<file path="config.mk">
export PLATFORM = sky130hd
export DESIGN_NAME = bswi_ctrl
export DESIGN_NICKNAME = d
export VERILOG_FILES = /design/src/rtl/core/bswi_pkg.sv /design/src/rtl/core/bswi_ctrl.sv
export SDC_FILE = /design/constraint.sdc
export NUM_CORES = 1
export LEC_CHECK = 0
export BUFFER_PORTS_ARGS = -buffer_cell sky130_fd_sc_hd__buf_4
export CAP_MARGIN = 20
export CELL_PAD_IN_SITES_DETAIL_PLACEMENT = 0
export CELL_PAD_IN_SITES_GLOBAL_PLACEMENT = 1
export CORE_AREA = 2 2 39 41
export DETAILED_ROUTE_END_ITERATION = 12
export DIE_AREA = 0 0 41 43
export MAX_ROUTING_LAYER = met4
export PLACE_DENSITY = 0.57
export SYNTH_ARGS = -nofsm -noshare
export SYNTH_HDL_FRONTEND = slang
export SYNTH_SLANG_ARGS = --single-unit
export TNS_END_PERCENT = 1
</file>
<file path="constraint.sdc">
create_clock -name clk -period 1.3 [get_ports clk]
set_input_delay 0.195 -clock clk [delete_from_list [all_inputs] [get_ports clk]]
set_output_delay 0.195 -clock clk [all_outputs]
set_load 0.01 [all_outputs]
</file>
<file path="src/rtl/core/bswi_pkg.sv">
// Shared types and constants of the bounded stack with bottom increment.
package bswi_pkg;

	localparam int WORD_W = 32;
	localparam int CNT_W  = 11;
	localparam int CMD_W  = 2;

	localparam logic [CMD_W-1:0] OP_PUSH = 2'd0;
	localparam logic [CMD_W-1:0] OP_POP  = 2'd1;
	localparam logic [CMD_W-1:0] OP_INCR = 2'd2;

	localparam logic [CNT_W-1:0]  MAX_SIZE_RESET = 11'd1024;
	localparam logic [WORD_W-1:0] EMPTY_WORD     = 32'hFFFF_FFFF;

	typedef struct packed {
		logic [CMD_W-1:0]         command;
		logic signed [WORD_W-1:0] value;
		logic [CNT_W-1:0]         count;
	} in_item_t;

	typedef struct packed {
		logic signed [WORD_W-1:0] popped_value;
		logic                     was_empty;
	} out_item_t;

	typedef enum logic [1:0] {
		ST_IDLE,
		ST_POP,
		ST_INC
	} state_t;

	// Commands from controller to datapath.
	typedef struct packed {
		logic push_en;
		logic pop_start;
		logic incr_start;
		logic incr_step;
		logic out_load;
	} cmd_t;

	// Status from datapath to controller.
	typedef struct packed {
		logic incr_any;
		logic incr_last;
	} sts_t;

endpackage

</file>
<file path="src/rtl/core/bswi_ctrl.sv">
// Controller state machine: input/output handshake and command sequencing.
module bswi_ctrl (
	input  logic                      clk,
	input  logic                      arst_n,
	input  logic                      in_valid,
	output logic                      in_stall,
	input  logic [bswi_pkg::CMD_W-1:0] command,
	output logic                      out_valid,
	input  logic                      out_stall,
	input  bswi_pkg::sts_t            sts,
	output bswi_pkg::cmd_t            cmd
);

	bswi_pkg::state_t state_q, state_d;
	logic             out_valid_q;

	always_ff @(posedge clk or negedge arst_n) begin
		if (!arst_n) begin
			state_q     <= bswi_pkg::ST_IDLE;
			out_valid_q <= 1'b0;
		end else begin
			state_q <= state_d;
			if (cmd.out_load) begin
				out_valid_q <= 1'b1;
			end else if (!out_stall) begin
				out_valid_q <= 1'b0;
			end
		end
	end

	always_comb begin
		state_d  = state_q;
		cmd      = '0;
		in_stall = 1'b1;
		unique case (state_q)
			bswi_pkg::ST_IDLE: begin
				in_stall = 1'b0;
				if (in_valid) begin
					unique case (command)
						bswi_pkg::OP_PUSH: begin
							cmd.push_en = 1'b1;
						end
						bswi_pkg::OP_POP: begin
							cmd.pop_start = 1'b1;
							state_d       = bswi_pkg::ST_POP;
						end
						bswi_pkg::OP_INCR: begin
							cmd.incr_start = 1'b1;
							if (sts.incr_any) begin
								state_d = bswi_pkg::ST_INC;
							end
						end
						default: begin
						end
					endcase
				end
			end
			bswi_pkg::ST_POP: begin
				// hold the read data until the output register frees up
				if (!out_valid_q || !out_stall) begin
					cmd.out_load = 1'b1;
					state_d      = bswi_pkg::ST_IDLE;
				end
			end
			bswi_pkg::ST_INC: begin
				cmd.incr_step = 1'b1;
				if (sts.incr_last) begin
					state_d = bswi_pkg::ST_IDLE;
				end
			end
			default: begin
				state_d = bswi_pkg::ST_IDLE;
			end
		endcase
	end

	assign out_valid = out_valid_q;

endmodule

</file>
==> key figures, run 1 <==
Routing
  – DR vias/cell: 3.98
  – First DRT Iteration DRCs: 0
  – Avg WL per Cell: 9.37 um
  – Vias: 235
  – First-pass DRT Iterations: 1
  – Detailed-route wire length: 553 um
  – Antenna viol nets, final: 0
  – # DRC: 0

Clock tree
  – Number of buffers created by CTS: 3
  – Clock Latency Late Sink: 0.23 ns
  – Longest Clk Path Bufs: 2
  – Clock sinks: 3
  – Clock Pin Slew Worst Setup and Hold Paths: 0.04 ns
  – Setup Buffers After CTS: 0
  – Total number of H-tree levels: 1
  – CTS tree: done
  – CTS Root Cell: clkbuf_4

Placed design
  – I/O Buffers: 14
  – Post-placement cell area: 332 sq um
  – Estimated wirelength of the detail-placed design: 446 um
  – Placer Congestion: 0.655
  – Placed cells: 54

Critical path
  – Cell Chain, Critical Path: or4b_4 > nor2_1 > buf_4
  – R2R setup slack: 0.19 ns
  – Required time of the critical path: 1.11 ns
  – Crit-path leading delay family: simple AND/OR/NAND/NOR gates
  – Critical Path Sink Type: primary output
  – Worst path bufs/invs: 1
  – Crit path DAT: 1.37 ns
  – Crit path largest cell delay: 0.54 ns
  – Setup CP Type: flop to primary output
  – Crit path depth: 3
  – Reg2reg path depth: 2
  – Critical path startpoint category: flop
  – Crit-path slowest cell: or4b_4
  – Crit-path max FO: 3

Synthesis
  – Avg Cell Area, Syn: 8.76 sq um
  – Sequential share of the synthesized area: 0.408
  – Cells after Synth: 21
  – Synth warnings: 0
  – Synthesized area: 184 sq um
  – Synthesis-stage register bit count: 3
  – Syn Nets: 29
  – Netlist cell types: 13

Timing
  – Post-route setup slack: -0.267 ns
  – Fin. max-slew vios: 0
  – Max_slew headroom: 0.904
  – Final cycle utilization of the critical path: 1.21
  – # setup viols final: 4
  – FMAX: 0.638 GHz
  – Final setup TNS: -0.658 ns
  – Final critical-path required period: 1.57 ns
  – Clock Skew: 0.00153 ns
  – RSZ-0062 raised after global routing: true
  – WHS: 0.191 ns
  – Final Hold Fails: 0
  – Slew @ Worst Pin: 0.145 ns

Power and ir drop
  – Pwr Density: 928 nW/um^2
  – Logic pwr share: 0.272
  – Clock network power share: 0.440
  – Switch Pwr: 0.0945 mW
  – Worst VDD drop: 0.000420 V
  – Sw Share: 0.255
  – Sequential fraction of design power: 0.288
  – Static leakage: 0.201 nW
  – Cell Int Power: 0.276 mW

Hold path
  – Hold Crit Depth: 3
  – Worst min-delay path class: primary input to flop

Floorplan
  – Chip height: 43 um
  – Num rows: 14
  – Core area: 1380 sq um
  – Die ar.: 1760 sq um
  – Die W: 41 um
  – Initial cell density of the core: 0.133
  – IO Pins: 15

Global routing
  – Initial antenna violation count: 0
  – Global-route wire length before repair: 828 um
  – Total track usage: 0.0775
  – Grt total ovfl: 0
  – Largest net degree at the start of global routing: 6
  – Vias in the first global route: 208

Outcome
  – Failing checks: negative setup slack
  – Status: finished, violations left

Layout
  – # diodes: 0
  – Share of cells above drive strength 1: 0.651
  – Layout Cells excl Fill: 59
  – Area growth syn-to-layout: 117%
  – Post-route cell area: 399 sq um
  – Layout Nets: 52

Flow run
  – Max-Cap Viols: 0
[worst paths after layout]
path,from,end
min,out_stall,out_valid$_DFFE_PN0P_
max reg2reg,state_q[0]$_DFFE_PN0P_,state_q[1]$_DFFE_PN0P_
max,state_q[0]$_DFFE_PN0P_,cmd[2]
min reg2reg,out_valid$_DFFE_PN0P_,out_valid$_DFFE_PN0P_
min in group asynchronous,arst_n,state_q[1]$_DFFE_PN0P_
max in group asynchronous,arst_n,out_valid$_DFFE_PN0P_
[layout by cell type (no fill, tap or decap), types with 2 or more instances in the layout]
master / count
nand2_1: 4
buf_6: 2
dfrtp_1: 3
clkbuf_4: 3
buf_4: 15
inv_1: 2
[layout make-up]
| cell class | count | area, sq um |
|---|---|---|
| fill | 156 | 985 |
| sequential | 3 | 75.1 |
| timing repair buffer | 18 | 145 |
| inverter | 2 | 7.51 |
| multi-input combinational | 16 | 125 |
| clock buffer | 4 | 26.3 |
| tap | 16 | 20.0 |
[stage by stage]
step	power, mW	worst slack, ns	util
2_1_floorplan	0.139	-0.00231	-
6_report	0.370	-0.267	0.288
3_3_place_gp	0.194	-0.0306	0.240
5_1_grt	0.408	-0.324	0.288
4_1_cts	0.377	-0.280	0.282
3_5_place_dp	0.194	-0.0284	0.240
[worst reg2reg max path, stage by stage (launching register included)]
cell	delay, ns
dfrtp_1	0.37
or4b_4	0.54
o2bb2ai_2	0.13
[registers in the layout, indices dropped and copies added (netlist names)]
register   count
state_q        2
out_valid      1
[power groups by stage]
stage / logic (mW) / registers [mW] / clock network (mW)
floorplan: 0.0294 / 0.109 / 0
global placement: 0.0870 / 0.107 / 0
detailed placement: 0.0869 / 0.107 / 0
CTS: 0.0997 / 0.106 / 0.171
global route: 0.109 / 0.107 / 0.192
finish: 0.101 / 0.107 / 0.163
[cells in the mapped netlist]
master | number | area share
nand2_1 | 4 | 0.082
dfrtp_1 | 3 | 0.41
a21oi_1 | 2 | 0.054
inv_1 | 2 | 0.041
nor2_1 | 2 | 0.041
nand2b_1 | 1 | 0.034
nand3_1 | 1 | 0.027
nand4bb_1 | 1 | 0.061
nor2b_1 | 1 | 0.034
nor3_1 | 1 | 0.027
o2bb2ai_2 | 1 | 0.082
or2_2 | 1 | 0.034
or4b_4 | 1 | 0.075
[timing repair]
item	in CTS	in global routing
resized for setup	5	3
setup endpoints to repair	5	6
hold endpoints to repair	3	0
pin swaps	1	1
hold buffers	1	0
[cells by family (layout without fill, tap and decap cells)]
group / after synthesis / count (layout) / synth area share
buffers and inverters: 2 / 24 / 0.0408
flip-flops: 3 / 3 / 0.408
AND/OR/NAND/NOR: 13 / 13 / 0.415
AO/OA/AOI/OAI: 3 / 3 / 0.136
[per-layer routing]
metal	vias up	GRT usage	share of wire
met5	-	-	0
met1	106	0.0717	0.42
met4	0	0.0400	0
li1	115	-	-
met2	14	0.109	0.44
met3	0	0.0628	0.14
Note: power is estimated with default switching activity, not from simulation.
==> run 2: changes to the inputs <==
Settings changed: CTS_BUF_LIST from default to sky130_fd_sc_hd__clkbuf_8.
==> run 2 against run 1 <==
Compared with the run above:
- the run still ends with negative setup slack left
- via count is 1.3% lower
- die area is the same
- critical endpoint unchanged
- utilization up 1.2 points
- worst hold slack improved by 0.018 ns
- clock power rose by 61%
- non-clock buffer count is the same
- largest cell class unchanged
- combinational power barely moved
- highest routed layer is now met4
- cell count is the same
- sequential share of layout area decreased by 0.74 points
- register-to-register slack about the same
==> key figures, run 2 (synthesis results as in run 1) <==
Outcome
  – Status: finished, violations left (unchanged)
  – Failing checks: negative setup slack (unchanged)

Hold path
  – Worst min-delay path class: primary input to flop (unchanged)
  – Worst hold endpoint: out_valid$_DFFE_PN0P_ (unchanged)
  – Hold_sp: out_stall (unchanged)
  – Hold Crit Depth: 3 (unchanged)

Routing
  – DR vias/cell: 3.93 (was 3.98)
  – First DRT Iteration DRCs: 2 (was 0)
  – Antenna viol nets, final: 0 (unchanged)
  – Vias: 232 (was 235)
  – First-pass DRT Iterations: 2 (was 1)
  – # DRC: 0 (unchanged)
  – Avg WL per Cell: 9.64 um (was 9.37 um)
  – Detailed-route wire length: 569 um (was 553 um)

Timing
  – # setup viols final: 3 (was 4)
  – Clock Skew: 0.000536 ns (was 0.00153 ns)
  – Post-route setup slack: -0.248 ns (was -0.267 ns)
  – Slew @ Worst Pin: 0.145 ns (about the same)
  – Max_slew headroom: 0.904 (about the same)
  – Fin. max-slew vios: 0 (unchanged)
  – RSZ-0062 raised after global routing: true (unchanged)
  – FMAX: 0.646 GHz (was 0.638 GHz)
  – Final Hold Fails: 0 (unchanged)
  – Final cycle utilization of the critical path: 1.19 (was 1.21)
  – Final critical-path required period: 1.55 ns (was 1.57 ns)

Layout
  – Commonest non-fill, non-tap cells in the layout: buf_4 (15), nand2_1 (4), inv_1 (3), clkbuf_8 (3), dfrtp_1 (3) (was buf_4 (15), nand2_1 (4), clkbuf_4 (3), dfrtp_1 (3))
  – Max reg flops: 2 (unchanged)
  – Most flop-heavy register: state_q (unchanged)
  – # diodes: 0 (unchanged)
  – Reg area: 75.1 sq um (unchanged)
  – Most common cell after layout, fill and taps aside: buf_4 (unchanged)
  – Share of cells above drive strength 1: 0.628 (was 0.651)
  – Area growth syn-to-layout: 126% (was 117%)
  – Layout Nets: 52 (unchanged)
  – Area of the multi-input gates: 123 sq um (was 125 sq um)
  – Fill cell count: 154 (was 156)

Critical path
  – Crit-path slowest cell: or4b_4 (unchanged)
  – Worst r2r src: state_q[0]$_DFFE_PN0P_ (unchanged)
  – Crit path depth: 3 (unchanged)
  – Crit path DAT: 1.35 ns (was 1.37 ns)
  – Worst path bufs/invs: 1 (unchanged)
  – Cell Chain, Critical Path: or4b_4 > nor2_1 > buf_4 (unchanged)
  – Crit path largest cell delay: 0.54 ns (about the same)
  – Required time of the critical path: 1.11 ns (about the same)
  – Reg2reg path depth: 2 (unchanged)
  – Critical Path Sink Type: primary output (unchanged)
  – Worst R2R End: state_q[1]$_DFFE_PN0P_ (unchanged)
  – Crit-path max FO: 3 (unchanged)
  – Setup CP Type: flop to primary output (unchanged)
  – R2R setup slack: 0.19 ns (about the same)
  – Crit-path leading delay family: simple AND/OR/NAND/NOR gates (unchanged)
  – Critical path startpoint category: flop (unchanged)

Clock tree
  – Total number of H-tree levels: 1 (unchanged)
  – Clock sinks: 3 (unchanged)
  – Clock Pin Slew Worst Setup and Hold Paths: 0.03 ns (was 0.04 ns)
  – Clock Latency Late Sink: 0.21 ns (was 0.23 ns)
  – Number of buffers created by CTS: 3 (unchanged)
  – CTS Root Cell: clkbuf_8 (was clkbuf_4)
  – CTS tree: done (unchanged)
  – Setup Buffers After CTS: 0 (unchanged)
  – Longest Clk Path Bufs: 2 (unchanged)

Global routing
  – Grt total ovfl: 0 (unchanged)
  – Vias in the first global route: 203 (was 208)
  – Total track usage: 0.0775 (unchanged)
  – Initial antenna violation count: 0 (unchanged)
  – Largest net degree at the start of global routing: 6 (unchanged)
  – Global-route wire length before repair: 828 um (unchanged)

Placed design
  – Placer Congestion: 0.655 (unchanged)
  – Estimated wirelength of the detail-placed design: 446 um (unchanged)
  – Pre-CTS setup slack: -0.0284 ns (unchanged)
  – I/O Buffers: 14 (unchanged)

Floorplan
  – Chip height: 43 um (unchanged)
  – Num rows: 14 (unchanged)
  – Die W: 41 um (unchanged)
  – Initial cell density of the core: 0.133 (unchanged)
  – Die ar.: 1760 sq um (unchanged)
  – Core area: 1380 sq um (unchanged)
  – IO Pins: 15 (unchanged)

Power and ir drop
  – Design Power: 0.469 mW (was 0.370 mW)
  – Worst VDD drop: 0.000447 V (was 0.000420 V)
  – Static leakage: 0.213 nW (was 0.201 nW)
  – Pwr Density: 1130 nW/um^2 (was 928 nW/um^2)

Flow run
  – Max-Cap Viols: 0 (unchanged)
## run 2: cell count changes in the layout (fill, tap and decap cells not counted)
cell / previous run / this run
clkbuf_1: 1 / 0
inv_1: 2 / 3
clkbuf_8: 0 / 3
nor2b_1: 0 / 1
nor2b_2: 1 / 0
clkbuf_4: 3 / 0
## run 2: power breakdown
part	total (mW)	internal [mW]	switching (mW)
logic	0.0999	0.0596	0.0403
registers	0.107	0.101	0.00607
clock network	0.262	0.201	0.0611
total	0.469	0.361	0.107
## run 2: worst max-delay path by stage
stage                                       from  endpoint
after floorplan           state_q[1]$_DFFE_PN0P_    cmd[2]
after global placement    state_q[1]$_DFFE_PN0P_    cmd[2]
after detailed placement  state_q[1]$_DFFE_PN0P_    cmd[2]
after CTS                 state_q[1]$_DFFE_PN0P_    cmd[2]
after global routing      state_q[0]$_DFFE_PN0P_    cmd[2]
final                     state_q[0]$_DFFE_PN0P_    cmd[2]
## run 2: through the flow
| step | instances | utilization | hold slack, ns | area [sq um] | setup TNS [ns] |
|---|---|---|---|---|---|
| after detailed placement | 54 | 0.240 | -0.0127 | 332 | -0.0749 |
| after global routing | 59 | 0.300 | 0.205 | 415 | -0.785 |
| after global placement | 54 | 0.240 | -0.0135 | 332 | -0.0486 |
| after floorplan | 21 | - | -0.101 | 184 | -0.00463 |
| final | 59 | 0.300 | 0.209 | 415 | -0.582 |
| after CTS | 59 | 0.296 | 0.202 | 409 | -0.651 |
## run 2: worst register-to-register path: cells and delay by family (launching register included)
kind / cells / cell delay, ns
flip-flops: 1 / 0.37
AO/OA/AOI/OAI: 1 / 0.13
AND/OR/NAND/NOR: 1 / 0.54
## run 2: final cells by class
cell class                 instances  area share
timing repair buffer              18       0.349
sequential                         3       0.181
inverter                           2      0.0181
tap                               16      0.0482
clock buffer                       3      0.0994
clock inverter                     1     0.00904
multi-input combinational         16       0.295
## run 2: timing repair
item / CTS / global route
resized for setup: 5 / 2
hold buffers: 1 / 0
pin swaps: 1 / 1
endpoints found under the setup margin: 5 / 5
hold endpoints to repair: 3 / 0
## run 2: routing by layer
metal  GRT usage  part of all wire  vias up
met5           -                 0        -
met4      0.0600             0.011        0
met3      0.0471              0.12        2
met2       0.109              0.44       12
met1      0.0717              0.44      103
li1            -                 -      115
